**config.mk**
```make
export PLATFORM = sky130hd
export DESIGN_NAME = kmrc_match
export DESIGN_NICKNAME = d
export VERILOG_FILES = /design/src/kmrc_pkg.sv /design/src/kmrc_match.sv
export SDC_FILE = /design/constraint.sdc
export NUM_CORES = 1
export LEC_CHECK = 0
export BUFFER_PORTS_ARGS = -buffer_cell sky130_fd_sc_hd__buf_2
export CAP_MARGIN = 20
export CORE_AREA = 2 2 340 342
export CTS_CLUSTER_SIZE = 28
export DETAILED_ROUTE_END_ITERATION = 6
export DIE_AREA = 0 0 342 344
export MAX_ROUTING_LAYER = met4
export PLACE_DENSITY = 0.39
export SLEW_MARGIN = 30
export SYNTH_ARGS = -nofsm -noshare
export SYNTH_HDL_FRONTEND = slang
export SYNTH_SLANG_ARGS = --single-unit
export TNS_END_PERCENT = 30
```
**constraint.sdc**
```tcl
create_clock -name clk -period 8.18 [get_ports clk]
set_input_delay 0.409 -clock clk [delete_from_list [all_inputs] [get_ports clk]]
set_output_delay 0.409 -clock clk [all_outputs]
set_load 0.05 [all_outputs]
```
**src/kmrc_pkg.sv**
```systemverilog
// Shared constants, register indexes and character functions for the kmer match counter.
`timescale 1ns / 1ps
package kmrc_pkg;

  localparam int MAX_KMER_DEFAULT = 32;
  localparam int CHAR_LIMIT       = 32;
  localparam int CHAR_REGS        = 4;
  localparam int CHAR_W           = 8;
  localparam int CHAR_IDX_W       = 5;
  localparam int LEN_W            = 6;
  localparam int CNT_W            = 32;
  localparam int CFG_INDEX_W      = 3;
  localparam int CFG_DATA_W       = 64;

  localparam logic [CFG_INDEX_W-1:0] REG_KMER_LENGTH  = 3'd0;
  localparam logic [CFG_INDEX_W-1:0] REG_CHARS_0_7    = 3'd1;
  localparam logic [CFG_INDEX_W-1:0] REG_CHARS_8_15   = 3'd2;
  localparam logic [CFG_INDEX_W-1:0] REG_CHARS_16_23  = 3'd3;
  localparam logic [CFG_INDEX_W-1:0] REG_CHARS_24_31  = 3'd4;

  localparam logic [CHAR_W-1:0] CH_UPPER_A = 8'h41;
  localparam logic [CHAR_W-1:0] CH_UPPER_Z = 8'h5a;
  localparam logic [CHAR_W-1:0] CH_CASE    = 8'h20;
  localparam logic [CHAR_W-1:0] CH_A       = 8'h61;
  localparam logic [CHAR_W-1:0] CH_C       = 8'h63;
  localparam logic [CHAR_W-1:0] CH_G       = 8'h67;
  localparam logic [CHAR_W-1:0] CH_T       = 8'h74;

  function automatic logic [CHAR_W-1:0] lower_ascii(input logic [CHAR_W-1:0] c);
    if (c >= CH_UPPER_A && c <= CH_UPPER_Z) begin
      return c + CH_CASE;
    end
    return c;
  endfunction

  function automatic logic [CHAR_W-1:0] complement(input logic [CHAR_W-1:0] c);
    logic [CHAR_W-1:0] r;
    r = c;
    if (c == CH_A) begin
      r = CH_T;
    end else if (c == CH_T) begin
      r = CH_A;
    end else if (c == CH_C) begin
      r = CH_G;
    end else if (c == CH_G) begin
      r = CH_C;
    end
    return r;
  endfunction

endpackage

```
**src/kmrc_match.sv**
```systemverilog
// Window compare, saturating totals and result register.
`timescale 1ns / 1ps
module kmrc_match
  import kmrc_pkg::*;
#(
  parameter int MaxKmer = MAX_KMER_DEFAULT,
  localparam int FillW  = $clog2(MaxKmer + 1),
  localparam int CmpW   = (FillW > LEN_W) ? FillW : LEN_W
) (
  input  logic              clk,
  input  logic              rst,
  input  logic              stage_valid,
  input  logic [FillW-1:0]  fill_count,
  input  logic [CHAR_W-1:0] char_window [MaxKmer],
  input  logic [LEN_W-1:0]  eff_len,
  input  logic              pos_en  [MaxKmer],
  input  logic [CHAR_W-1:0] fwd_exp [MaxKmer],
  input  logic [CHAR_W-1:0] rev_exp [MaxKmer],
  input  logic              out_ready,
  output logic              out_free,
  output logic              out_valid,
  output logic              forward_hit,
  output logic              reverse_hit,
  output logic [CNT_W-1:0]  match_total,
  output logic [CNT_W-1:0]  window_total
);

  logic advance;
  logic complete;
  logic fwd_eq;
  logic rev_eq;
  logic pal;
  logic fwd;
  logic rev;

  assign out_free = !out_valid || out_ready;
  assign advance  = stage_valid && out_free;
  assign complete = CmpW'(fill_count) >= CmpW'(eff_len);

  always_comb begin
    fwd_eq = 1'b1;
    rev_eq = 1'b1;
    pal    = 1'b1;
    for (int j = 0; j < MaxKmer; j++) begin
      if (pos_en[j]) begin
        if (char_window[j] != fwd_exp[j]) fwd_eq = 1'b0;
        if (char_window[j] != rev_exp[j]) rev_eq = 1'b0;
        if (fwd_exp[j] != rev_exp[j])     pal    = 1'b0;
      end
    end
    fwd = complete && fwd_eq;
    rev = complete && rev_eq && !pal;
  end

  always_ff @(posedge clk) begin
    if (rst) begin
      out_valid    <= 1'b0;
      match_total  <= '0;
      window_total <= '0;
    end else begin
      if (advance) begin
        out_valid <= 1'b1;
      end else if (out_ready) begin
        out_valid <= 1'b0;
      end
      if (advance && complete) begin
        if (window_total != '1) begin
          window_total <= window_total + CNT_W'(1);
        end
        if ((fwd || rev) && match_total != '1) begin
          match_total <= match_total + CNT_W'(1);
        end
      end
    end
  end

  always_ff @(posedge clk) begin
    if (advance) begin
      forward_hit <= fwd;
      reverse_hit <= rev;
    end
  end

endmodule

```
==> metrics.md <==
| Metric | Value |
|---|---|
| Required @ worst endpoint | 8.39 ns |
| Via/cell ratio | 3.83 |
| Crit path DAT | 4.55 ns |
| # hold bufs at CTS | 0 |
| Worst skew pair latency | 0.33 ns |
| CTS tree | yes |
| Leakage | 6.86 nW |
| PD cells | 82.2 nW/um^2 |
| Crit-path max cell delay | 0.90 ns |
| Clock sinks | 67 |
| Setup TNS | 0 ns |
| Remaining Overflow, GRT | 0 |
| Distinct cell type count after synthesis | 62 |
| Min-delay src | stage_valid |
| Status | completed |
| Commonest cells post-synth | xnor2_1, nand4_1, o21ai_0, dfxtp_1, nor2_1 |
| CTS Buffer Depth | 2 |
| Max H-tree Level | 3 |
| Tot GR Track Use | 0.177 |
| Clock transition at the registers of the reported paths | 0.06 ns |
| Most used cell, CP | nand4_1 |
| Peak Freq | 231 MHz |
| Area grow syn2layout | 55.4% |
| Drt wl/cell | 26.4 um |
| Yosys warns | 0 |
| Period utilization | 0.529 |
| TritonRoute pass-1 iters | 7 |
| FF-to-FF End | match_total[9] |
| Origin of the critical flop-to-flop path | match_total[0] |
| DP Wirelength | 100000 um |
| Root Driver | clkbuf_16 |
| Setup violators final | 0 |
| Largest net degree at the start of global routing | 89 |
| DIE WIDTH | 342 um |
| Buffers on Ports | 883 |
| Initial antenna violation count | 146 |
| Fin crit period | 4.33 ns |
| Starting DRT DRC Count | 714 |
| Number of gates resized after cts | 0 |
| Finished layout cell area | 19100 sq um |
| Cell with the most instances after synthesis | xnor2_1 |
| Max-slew headroom | 0.287 |
| Max-cap viol count | 0 |
| Nets | 3215 |
| Post-synth net total | 2331 |
| Worst reg2reg setup slack | 4.64 ns |
| Dominant synthesized flop cell | dfxtp_1 |
| Initial core utilization | 0.108 |
| Area post-placement | 18600 sq um |
| Synthesized area per cell | 8.16 sq um |
| DRC | 0 |
| RSZ-0062 raised after global routing | no |
| Hold crit path type | in2reg |
| Post-DRT Antenna Nets | 0 |
| Die area | 118000 sq um |
| Share of layout cells above drive strength 1 | 0.397 |
| IO Pins | 884 |
| CP max-delay cell | a211oi_4 |
| Cells taking the most area after synthesis | xnor2_1, nand4_1, dfxtp_1 |
| Final Hold Fails | 0 |
| Placed Cells | 3892 |
| Post-synth ARST share | 0 |
| Max VDD drop | 0.0821 mV |
| Post CTS Setup Buffer Count | 0 |
| Post-Route Skew | 0.00640 ns |
| Core Area | 114000 sq um |
| Slew @ Worst Pin | 1.06 ns |
| Die height | 344 um |
| Post-synth EDFFs | 2 |
| Reg2Reg Depth | 10 |
| Max Slew Vio Count | 0 |
| Worst-path fanout max | 19 |
| CTS buffer count | 9 |
| Seq/Total Area, Yosys | 0.111 |
| Worst setup path end | match_total[17] |
| Setup Crit Path Kind | in2reg |
| Vias after detailed routing | 15300 |
| Crit. Startpoint | char_window[220] |
| Global-route wire length before repair | 137000 um |
| CP cell instances | buf_2 -> xnor2_1 -> nand4_1 -> o21ai_0 -> nand4_1 -> nor4_2 -> nand2_1 -> a211oi_4 -> nand3_1 -> mux2_1 |
| Post-synth top area share | 0.552 |
| FF+latch count, synth | 67 |
| Startpoint types | input port |
| Synth Cell Area | 12300 sq um |
| WL final | 106000 um |
| Fill cell count | 13300 |
| Gp weighted congestion | 0.970 |
| Synth Instances | 1507 |
| Area leader, netlist | xnor2_1 |
| Critical Path Sink Type | flip-flop |
| Row count | 124 |
| Layout Cells excl Fill | 4008 |
| Vias in the first global route | 15700 |
routing by layer:
metal / part of all wire / GRT usage
met1: 0.41 / 0.196
met2: 0.47 / 0.292
met3: 0.10 / 0.0778
met4: 0.025 / 0.0387
met5: 0 / -
area by class of cell:
cell class | instances | area [sq um] | area share
diodes | 100 | 250 | 0.0131
clock buffers | 11 | 243 | 0.0127
clock inverters | 5 | 52.6 | 0.00275
inverters | 19 | 71.3 | 0.00373
multi-input cells | 1401 | 10800 | 0.562
flip-flops and latches | 67 | 1360 | 0.0712
well taps | 1512 | 1890 | 0.0990
repair buffers | 893 | 4500 | 0.235
worst max-delay path, delay by kind of cell:
family,cells,cell delay (ns)
AO/OA/AOI/OAI,2,1.54
buffers and inverters,1,0.12
AND/OR/NAND/NOR,5,1.87
XOR/XNOR,1,0.22
multiplexers,1,0.35
layout by cell type (no fill, tap or decap), types with 8 or more instances in the layout:
cell       instances
nand4_1          227
and3_1            15
o21ai_0           99
nand2_1           33
buf_4              9
dfxtp_1           65
or4_1              9
clkbuf_16          9
buf_2            883
inv_1             19
o31ai_1           16
nand3_1           21
diode_2          100
a21oi_1           27
mux2_2            13
nor2b_1           22
nor2_1            40
ha_1               8
xnor2_1          776
how the worst min path moves through the flow:
stage                       endpoint  slack (ns)  cells past startpoint
finish                     out_valid        0.35                      3
global route               out_valid        0.35                      3
CTS                        out_valid        0.34                      3
detailed placement   match_total[22]        0.49                      2
global placement    window_total[18]        0.49                      2
floorplan                  out_valid        0.54                      2
cells by family after synthesis:
family,Yosys count,synth area share
XOR/XNOR,777,0.553
AND/OR/NAND/NOR,420,0.208
AO/OA/AOI/OAI,173,0.0818
flip-flops,67,0.111
buffers and inverters,39,0.0175
multiplexers,23,0.0212
adder cells (fa/ha/maj),8,0.00814
flip-flops by register name, summed over array words and instances, names as in the netlist:
name,flops
match_total,32
window_total,32
forward_hit,1
out_valid,1
reverse_hit,1
power by group:
part | switching [W] | leakage (nW) | internal (W)
sequential | 0.00000135 | 0.544 | 0.000329
combinational | 0.000434 | 6.17 | 0.000420
clock | 0.000145 | 0.146 | 0.000243
total | 0.000580 | 6.86 | 0.000992
per-stage QoR:
stage	total power, W	hold WS [ns]	util	setup slack, ns
after floorplan	0.000738	0.538	-	5.09
after global placement	0.00120	0.490	0.163	2.39
after detailed placement	0.00120	0.493	0.163	3.16
after CTS	0.00160	0.337	0.166	3.52
after global routing	0.00167	0.353	0.168	3.41
final	0.00157	0.346	0.168	3.85
(Power assumes the default switching activity.)
