### src/kmrc_pkg.sv
// Shared constants, register indexes and character functions for the kmer match counter.
`timescale 1ns / 1ps
package kmrc_pkg;

  localparam int MAX_KMER_DEFAULT = 32;
  localparam int CHAR_LIMIT       = 32;
  localparam int CHAR_REGS        = 4;
  localparam int CHAR_W           = 8;
  localparam int CHAR_IDX_W       = 5;
  localparam int LEN_W            = 6;
  localparam int CNT_W            = 32;
  localparam int CFG_INDEX_W      = 3;
  localparam int CFG_DATA_W       = 64;

  localparam logic [CFG_INDEX_W-1:0] REG_KMER_LENGTH  = 3'd0;
  localparam logic [CFG_INDEX_W-1:0] REG_CHARS_0_7    = 3'd1;
  localparam logic [CFG_INDEX_W-1:0] REG_CHARS_8_15   = 3'd2;
  localparam logic [CFG_INDEX_W-1:0] REG_CHARS_16_23  = 3'd3;
  localparam logic [CFG_INDEX_W-1:0] REG_CHARS_24_31  = 3'd4;

  localparam logic [CHAR_W-1:0] CH_UPPER_A = 8'h41;
  localparam logic [CHAR_W-1:0] CH_UPPER_Z = 8'h5a;
  localparam logic [CHAR_W-1:0] CH_CASE    = 8'h20;
  localparam logic [CHAR_W-1:0] CH_A       = 8'h61;
  localparam logic [CHAR_W-1:0] CH_C       = 8'h63;
  localparam logic [CHAR_W-1:0] CH_G       = 8'h67;
  localparam logic [CHAR_W-1:0] CH_T       = 8'h74;

  function automatic logic [CHAR_W-1:0] lower_ascii(input logic [CHAR_W-1:0] c);
    if (c >= CH_UPPER_A && c <= CH_UPPER_Z) begin
      return c + CH_CASE;
    end
    return c;
  endfunction

  function automatic logic [CHAR_W-1:0] complement(input logic [CHAR_W-1:0] c);
    logic [CHAR_W-1:0] r;
    r = c;
    if (c == CH_A) begin
      r = CH_T;
    end else if (c == CH_T) begin
      r = CH_A;
    end else if (c == CH_C) begin
      r = CH_G;
    end else if (c == CH_G) begin
      r = CH_C;
    end
    return r;
  endfunction

endpackage

### src/kmrc_window.sv
// Input stage: character window shift register and sequence fill count.
`timescale 1ns / 1ps
module kmrc_window
  import kmrc_pkg::*;
#(
  parameter int MaxKmer = MAX_KMER_DEFAULT,
  localparam int FillW  = $clog2(MaxKmer + 1)
) (
  input  logic              clk,
  input  logic              rst,
  input  logic              accept,
  input  logic              advance,
  input  logic [CHAR_W-1:0] base_char,
  input  logic              sequence_start,
  output logic              stage_valid,
  output logic [FillW-1:0]  fill_count,
  output logic [CHAR_W-1:0] char_window [MaxKmer]
);

  always_ff @(posedge clk) begin
    if (rst) begin
      stage_valid <= 1'b0;
      fill_count  <= '0;
    end else begin
      if (accept) begin
        stage_valid <= 1'b1;
      end else if (advance) begin
        stage_valid <= 1'b0;
      end
      if (accept) begin
        priority if (sequence_start) begin
          fill_count <= FillW'(1);
        end else if (fill_count != FillW'(MaxKmer)) begin
          fill_count <= fill_count + FillW'(1);
        end
      end
    end
  end

  // Shift newest character into position zero.
  always_ff @(posedge clk) begin
    if (accept) begin
      char_window[0] <= lower_ascii(base_char);
      for (int j = 1; j < MaxKmer; j++) begin
        char_window[j] <= char_window[j-1];
      end
    end
  end

endmodule

### config.mk
export PLATFORM = sky130hd
export DESIGN_NAME = kmrc_window
export DESIGN_NICKNAME = d
export VERILOG_FILES = /design/src/kmrc_pkg.sv /design/src/kmrc_window.sv
export SDC_FILE = /design/constraint.sdc
export NUM_CORES = 1
export LEC_CHECK = 0
export BUFFER_PORTS_ARGS = -buffer_cell sky130_fd_sc_hd__buf_2
export CORE_MARGIN = 2
export CORE_UTILIZATION = 45
export CTS_CLUSTER_DIAMETER = 50
export CTS_CLUSTER_SIZE = 12
export DETAILED_ROUTE_END_ITERATION = 12
export HOLD_SLACK_MARGIN = 0.02
export PLACE_DENSITY = 0.72
export SLEW_MARGIN = 20
export SYNTH_ARGS = -nofsm -noshare
export SYNTH_HDL_FRONTEND = slang
export SYNTH_SLANG_ARGS = --single-unit
### constraint.sdc
create_clock -name clk -period 1.66 [get_ports clk]
set_clock_uncertainty 0.1 [all_clocks]
set_input_delay 0.249 -clock clk [delete_from_list [all_inputs] [get_ports clk]]
set_output_delay 0.249 -clock clk [all_outputs]
set_load 0.005 [all_outputs]
==> implementation parameters, run 1 <==
Parameter                              Value

Yosys
  Biggest area contributors in the synthesized netlist ... edfxtp_1, dfxtp_1, ha_1
  Leading cell type by number of instances after synthesis ... edfxtp_1
  Mean cell area of the mapped netlist ... 26.0 sq um
  Top FF cell, synth ... edfxtp_1
  Number of enable flip-flop cells after synthesis ... 256
  Warning count from the yosys run ... 0
  Share of Yosys cell area claimed by the top area cell type ... 94.3%
  Yosys reg bits ... 263
  Seq/Total Area, Yosys ... 96.0%
  Gate count after technology mapping ... 314
  Cell types with the highest counts after synthesis ... edfxtp_1, inv_1, a21oi_1, dfxtp_1
  Post-Syn Nets ... 330
  Syn Std Cell Area ... 0.00815 sq mm
  Post-synthesis cell type with the largest combined area ... edfxtp_1
  Number of unique standard cell types used by synthesis ... 24
  Share of flip-flops with an asynchronous set or reset ... 0%

Critical path
  Largest fanout on the critical path ... 2
  Data required time at the worst endpoint ... 1.97 ns
  Slowest cell on the critical path ... mux2_2
  Critical path data arrival time ... 1.86 ns
  Reg-to-reg critical path endpoint ... fill_count[0]
  Timing endpoint of the critical path ... fill_count[0]
  Stage delay of the slowest cell on the critical path ... 0.35 ns
  Reg2Reg Launch Point ... fill_count[0]
  Crit-path leading delay family ... multiplexers
  Crit path capture type ... flip-flop
  Minimum setup slack among reg-to-reg paths ... 0.11 ns
  Cells on worst reg2reg path ... 5
  Crit Path Class ... flip-flop to flip-flop
  Critical path depth in cells ... 5
  Startpoint Class ... flip-flop
  Critical path, cell by cell ... inv_1, ha_1, nor4b_2, a31oi_2, mux2_2
  CP Buf/Inv Count ... 1
  Critical Path Source ... fill_count[0]

Die
  I/O pin count ... 276
  Area of the placeable core ... 0.0178 sq mm
  Cell Rows ... 49
  DIE AREA ... 0.0192 sq mm
  Die height ... 139 um
  Horiz. Die Dim ... 139 um
  Initial core utilization ... 45.7%

Cells and area
  Layout overhead on the synthesized area ... 34.1%
  Fill cell instance count of the final layout ... 1296
  Final net count ... 659
  Ant diodes ... 0
  Share of final-layout standard cells stronger than drive strength 1 ... 50.4%
  Cell area after layout ... 0.0109 sq mm
  Footprint of the multi-input gates ... 295 sq um
  Register area ... 0.00783 sq mm

Detailed routing
  First drt pass iteration count ... 6
  Count of vias placed by the detailed router ... 4444
  Vias per cell ... 5.04
  Post-detailed-route count of antenna-violating nets ... 0
  DR iter-0 viols ... 317
  Drt drc ... 0
  Routed length per instance ... 19.3 um
  Wirelength, routed ... 17000 um

Timing
  Tightest Pin Transition ... 0.499 ns
  Highest attainable clock frequency ... 645 MHz
  Fin crit period ... 1.55 ns
  Slew Viols, Final ... 0
  Normalized max-slew margin ... 66.7%
  Final Worst Setup Slack ... 0.111 ns
  Sum of negative setup slack ... 0 ns
  Count of endpoints failing hold in the final timing report ... 0
  Tcrit/Tclk final ... 93.3%
  Final setup violating endpoints ... 0
  Setup repair after global routing missed its margin ... false

Clock tree
  Number of buffers between clock root and the deepest sink ... 3
  Source-to-sink clock delay at the later pin of the worst-skew pair ... 0.52 ns
  H-tree Lvls ... 1
  Clock tree from TritonCTS ... built
  CTS Buf Count ... 28
  CTS Root Buffer Type ... clkbuf_16
  Clock-pin slew on the worst setup and hold paths ... 0.06 ns
  Sink Count ... 263

Global route
  Vias in the first global route ... 4503
  Pin count of the biggest net entering global routing ... 100
  Number of antenna violations at the first check in global routing ... 0
  Overall overflow remaining after global route ... 0
  Global routing usage summed across all routing layers ... 16.8%
  First-pass GRT wire length ... 25800 um

Worst hold path
  Startpoint of the worst hold path ... char_window[166]
  Type of the worst min-delay path ... flip-flop to flip-flop
  Number of cells on the worst hold path ... 0

Job
  Maximum Capacitance Violations ... 0

Power and ir drop
  PD cells ... 1300 mW/mm^2
  IR Drop Worst-Case VDD ... 1.29 mV
  Lkg Pwr ... 4.32 nW

Place
  Setup WS pre-CTS ... 0.0605 ns
  IO Port Bufs ... 275
  Placed wire-length estimate after detailed placement ... 11700 um
  Global placer's final weighted congestion ... 0.819
  Post-placement cell area ... 0.00999 sq mm

Status
  Result of the run ... finished clean
[worst min-delay path by stage]
| stage | endpoint | slack [ns] |
|---|---|---|
| after floorplan | char_window[248] | 0.25 |
| after detailed placement | char_window[239] | 0.33 |
| after global placement | char_window[186] | 0.33 |
| after CTS | char_window[158] | 0.34 |
| final | char_window[158] | 0.34 |
| after global routing | char_window[158] | 0.34 |
[cell families after synthesis]
kind of cell             after synthesis  synth area share (%)
multiplexers                           2                 0.261
adder cells (fa/ha/maj)                3                 0.461
AO/OA/AOI/OAI                         19                  1.50
buffers and inverters                  9                 0.414
AND/OR/NAND/NOR                       18                  1.32
flip-flops                           263                  96.0
[metrics by stage]
| step | instances | util, % | total power [W] | hold WS (ns) |
|---|---|---|---|---|
| after floorplan | 314 | - | 0.00809 | 0.248 |
| after global routing | 882 | 61.3 | 0.0147 | 0.341 |
| final | 882 | 61.3 | 0.0142 | 0.339 |
| after CTS | 882 | 61.2 | 0.0143 | 0.337 |
| after global placement | 830 | 56.0 | 0.00867 | 0.325 |
| after detailed placement | 830 | 56.0 | 0.00871 | 0.327 |
[cell type report]
class / count / area share, %
flip-flops and latches: 263 / 71.6
inverters: 8 / 0.275
clock inverters: 7 / 0.641
repair buffers: 300 / 15.4
clock buffers: 33 / 6.78
well taps: 229 / 2.62
multi-input cells: 42 / 2.70
[routing by layer]
layer	wire length, um	track usage (%)
met1	6710	20.9
met2	8090	27.2
met3	1870	6.91
met4	352	5.48
met5	0	0
[state kept, by name, summed over array words and instances, names as in the netlist]
signal and flops:
char_window 256, fill_count 6, stage_valid 1
[placed cells by master (no fill, tap or decap)]
cell | synthesis | final
a2111o_1 | 1 | 1
a21o_1 | 1 | 1
a21oi_1 | 7 | 7
a31oi_1 | 4 | 3
a31oi_2 | 0 | 1
a41o_1 | 2 | 2
buf_12 | 0 | 6
buf_2 | 0 | 274
buf_4 | 0 | 7
buf_8 | 0 | 1
bufinv_16 | 0 | 1
clkbuf_1 | 1 | 4
clkbuf_16 | 0 | 29
clkinv_2 | 0 | 3
clkinvlp_4 | 0 | 1
dfxtp_1 | 7 | 7
dlygate4sd3_1 | 0 | 12
edfxtp_1 | 256 | 256
ha_1 | 3 | 3
inv_1 | 8 | 8
inv_6 | 0 | 2
mux2_2 | 1 | 1
mux2i_1 | 1 | 1
nand2_1 | 2 | 2
nand2b_1 | 3 | 3
nand3_1 | 3 | 3
nand3_2 | 1 | 1
nor2_1 | 4 | 4
nor3_1 | 1 | 1
nor4b_2 | 1 | 1
o21ai_0 | 3 | 3
o221ai_1 | 1 | 1
or3_1 | 1 | 1
or3_2 | 1 | 1
or4_1 | 1 | 1
[report_power, final]
group / internal [W] / switching (W) / total, W / leakage [nW]
logic: 0.000307 / 0.000369 / 0.000675 / 1.36
registers: 0.00772 / 0.000192 / 0.00791 / 2.56
clock network: 0.00329 / 0.00230 / 0.00559 / 0.397
total: 0.0113 / 0.00286 / 0.0142 / 4.32
[timing repair]
item	CTS	global route
hold endpoints to repair	16	0
hold buffers	12	0
setup endpoints to repair	0	1
buffers inserted	0	0
resized for setup	0	1
Power figures use the tool's default switching activity.
==> run 2, diff against run 1 <==
CTS_BUF_LIST = sky130_fd_sc_hd__clkbuf_16   (was not set)
==> implementation parameters, run 2 (synthesized netlist as in run 1, its figures left out) <==
Parameter                              Value

Power and ir drop
  Combinational fraction of design power ... 4.8% (about the same)
  Sequential group share of total power ... 55.9% (was 55.8%)
  Clock group share of total power ... 39.3% (was 39.4%)
  Lkg Pwr ... 4.33 nW (was 4.32 nW)
  PD cells ... 1300 mW/mm^2 (about the same)
  Post-layout total power ... 0.0142 W (about the same)
  IR Drop Worst-Case VDD ... 1.28 mV (was 1.29 mV)
  Internal power component ... 0.0113 W (about the same)
  Switching share of power ... 20.2% (about the same)
  Net switching power figure ... 0.00286 W (about the same)

Cells and area
  Reg with most FFs ... char_window (unchanged)
  Flip-flop count of the largest register after layout ... 256 (unchanged)
  Final net count ... 659 (unchanged)
  Register area ... 0.00783 sq mm (unchanged)
  Biggest regs ... char_window (256), fill_count (6), stage_valid (1) (unchanged)
  Share of final-layout standard cells stronger than drive strength 1 ... 50.4% (unchanged)
  Fill cell instance count of the final layout ... 1296 (unchanged)
  Cell Count, Final, Fillers Out ... 882 (unchanged)
  Core occupancy in the finished layout ... 61.3% (unchanged)
  Most common cell after layout, fill and taps aside ... buf_2 (unchanged)
  Ant diodes ... 0 (unchanged)
  Footprint of the multi-input gates ... 295 sq um (unchanged)
  Layout overhead on the synthesized area ... 34.1% (unchanged)
  Commonest cells after routing, fill and taps aside ... buf_2, edfxtp_1, clkbuf_16, inv_1, dlygate4sd3_1 (was buf_2, edfxtp_1, clkbuf_16, dlygate4sd3_1, inv_1)

Place
  Placed wire-length estimate after detailed placement ... 11700 um (unchanged)
  Placed Cells ... 830 (unchanged)
  Setup WS pre-CTS ... 0.0605 ns (unchanged)
  IO Port Bufs ... 275 (unchanged)
  Global placer's final weighted congestion ... 0.819 (unchanged)

Timing
  Sum of negative setup slack ... 0 ns (unchanged)
  Normalized max-slew margin ... 66.9% (was 66.7%)
  Setup repair after global routing missed its margin ... false (unchanged)
  Tightest Pin Transition ... 0.497 ns (was 0.499 ns)
  Count of endpoints failing hold in the final timing report ... 0 (unchanged)
  Fin crit period ... 1.55 ns (about the same)
  Slew Viols, Final ... 0 (unchanged)
  Highest attainable clock frequency ... 644 MHz (was 645 MHz)
  Final Worst Setup Slack ... 0.108 ns (was 0.111 ns)
  Tcrit/Tclk final ... 93.5% (was 93.3%)
  Final setup violating endpoints ... 0 (unchanged)

Die
  Cell Rows ... 49 (unchanged)
  I/O pin count ... 276 (unchanged)
  Die height ... 139 um (unchanged)
  Initial core utilization ... 45.7% (unchanged)
  Horiz. Die Dim ... 139 um (unchanged)
  DIE AREA ... 0.0192 sq mm (unchanged)
  Area of the placeable core ... 0.0178 sq mm (unchanged)

Clock tree
  Number of buffers between clock root and the deepest sink ... 3 (unchanged)
  Clock tree from TritonCTS ... built (unchanged)
  Source-to-sink clock delay at the later pin of the worst-skew pair ... 0.52 ns (about the same)
  Sink Count ... 263 (unchanged)
  H-tree Lvls ... 1 (unchanged)
  Clock-pin slew on the worst setup and hold paths ... 0.06 ns (about the same)
  CTS Buf Count ... 28 (unchanged)
  CTS Root Buffer Type ... clkbuf_16 (unchanged)

Critical path
  Data required time at the worst endpoint ... 1.97 ns (about the same)
  Crit path capture type ... flip-flop (unchanged)
  Largest fanout on the critical path ... 2 (unchanged)
  Crit Path Class ... flip-flop to flip-flop (unchanged)
  Startpoint Class ... flip-flop (unchanged)
  Critical path data arrival time ... 1.86 ns (about the same)

Global route
  Overall overflow remaining after global route ... 0 (unchanged)
  First-pass GRT wire length ... 25800 um (unchanged)
  Vias in the first global route ... 4503 (unchanged)
  Pin count of the biggest net entering global routing ... 100 (unchanged)
  Number of antenna violations at the first check in global routing ... 0 (unchanged)
  Global routing usage summed across all routing layers ... 16.8% (unchanged)

Detailed routing
  Wirelength, routed ... 17100 um (was 17000 um)
  Routed length per instance ... 19.4 um (was 19.3 um)
  Vias per cell ... 5.05 (was 5.04)
  Post-detailed-route count of antenna-violating nets ... 0 (unchanged)
  DR iter-0 viols ... 320 (was 317)
  Count of vias placed by the detailed router ... 4451 (was 4444)
  First drt pass iteration count ... 4 (was 6)
  Drt drc ... 0 (unchanged)

Status
  Result of the run ... finished clean (unchanged)

Worst hold path
  Type of the worst min-delay path ... flip-flop to flip-flop (unchanged)

Job
  Maximum Capacitance Violations ... 0 (unchanged)
-- run 2: changes by cell type in the layout (fill, tap and decap cells not counted), sizes merged --
| cell | change |
|---|---|
| clkbuf | -4 |
| inv | +4 |
-- run 2: metrics by stage --
| step | instance area [sq um] | hold WS, ns |
|---|---|---|
| global placement | 9990 | 0.325 |
| CTS | 10900 | 0.337 |
| finish | 10900 | 0.339 |
| detailed placement | 9990 | 0.327 |
| global route | 10900 | 0.341 |
| floorplan | 8150 | 0.248 |
-- run 2: layout make-up --
type	count	share of cell area, %
clock buffer	29	6.64
clock inverter	11	0.778
inverter	8	0.275
multi-input combinational	42	2.70
sequential	263	71.6
tap	229	2.62
timing repair buffer	300	15.4
-- run 2: worst max-delay path, cell delays in order, from the launching register on --
cell,delay (ns)
dfxtp_1,0.33
inv_1,0.06
ha_1,0.19
nor4b_2,0.17
a31oi_2,0.24
mux2_2,0.35
-- run 2: power by group through the flow --
stage / logic, W / clock network, W / registers, W
2_1_floorplan: 0.0000353 / 0 / 0.00805
4_1_cts: 0.000683 / 0.00569 / 0.00792
5_1_grt: 0.000731 / 0.00597 / 0.00795
3_5_place_dp: 0.000661 / 0 / 0.00805
6_report: 0.000676 / 0.00556 / 0.00791
3_3_place_gp: 0.000649 / 0 / 0.00802
-- run 2: final timing paths --
| path | slack [ns] | cells after the start | end | from |
|---|---|---|---|---|
| max reg2reg | 0.11 | 5 | fill_count[0] | fill_count[0] |
| min | 0.34 | 0 | char_window[158] | char_window[166] |
| max | 0.11 | 5 | fill_count[0] | fill_count[0] |
| min reg2reg | 0.34 | 0 | char_window[158] | char_window[166] |
-- run 2: repair_timing --
item	CTS	global route
hold buffers	12	0
setup buffers	0	0
setup endpoints to repair	0	1
gates resized for setup	0	1
endpoints found under the hold margin	16	0
-- run 2: layer usage --
layer  part of all wire, %  global-route usage (%)
met1                    40                    20.9
met5                     0                       0
met3                    11                    6.91
met2                    48                    27.2
met4                   2.0                    5.48
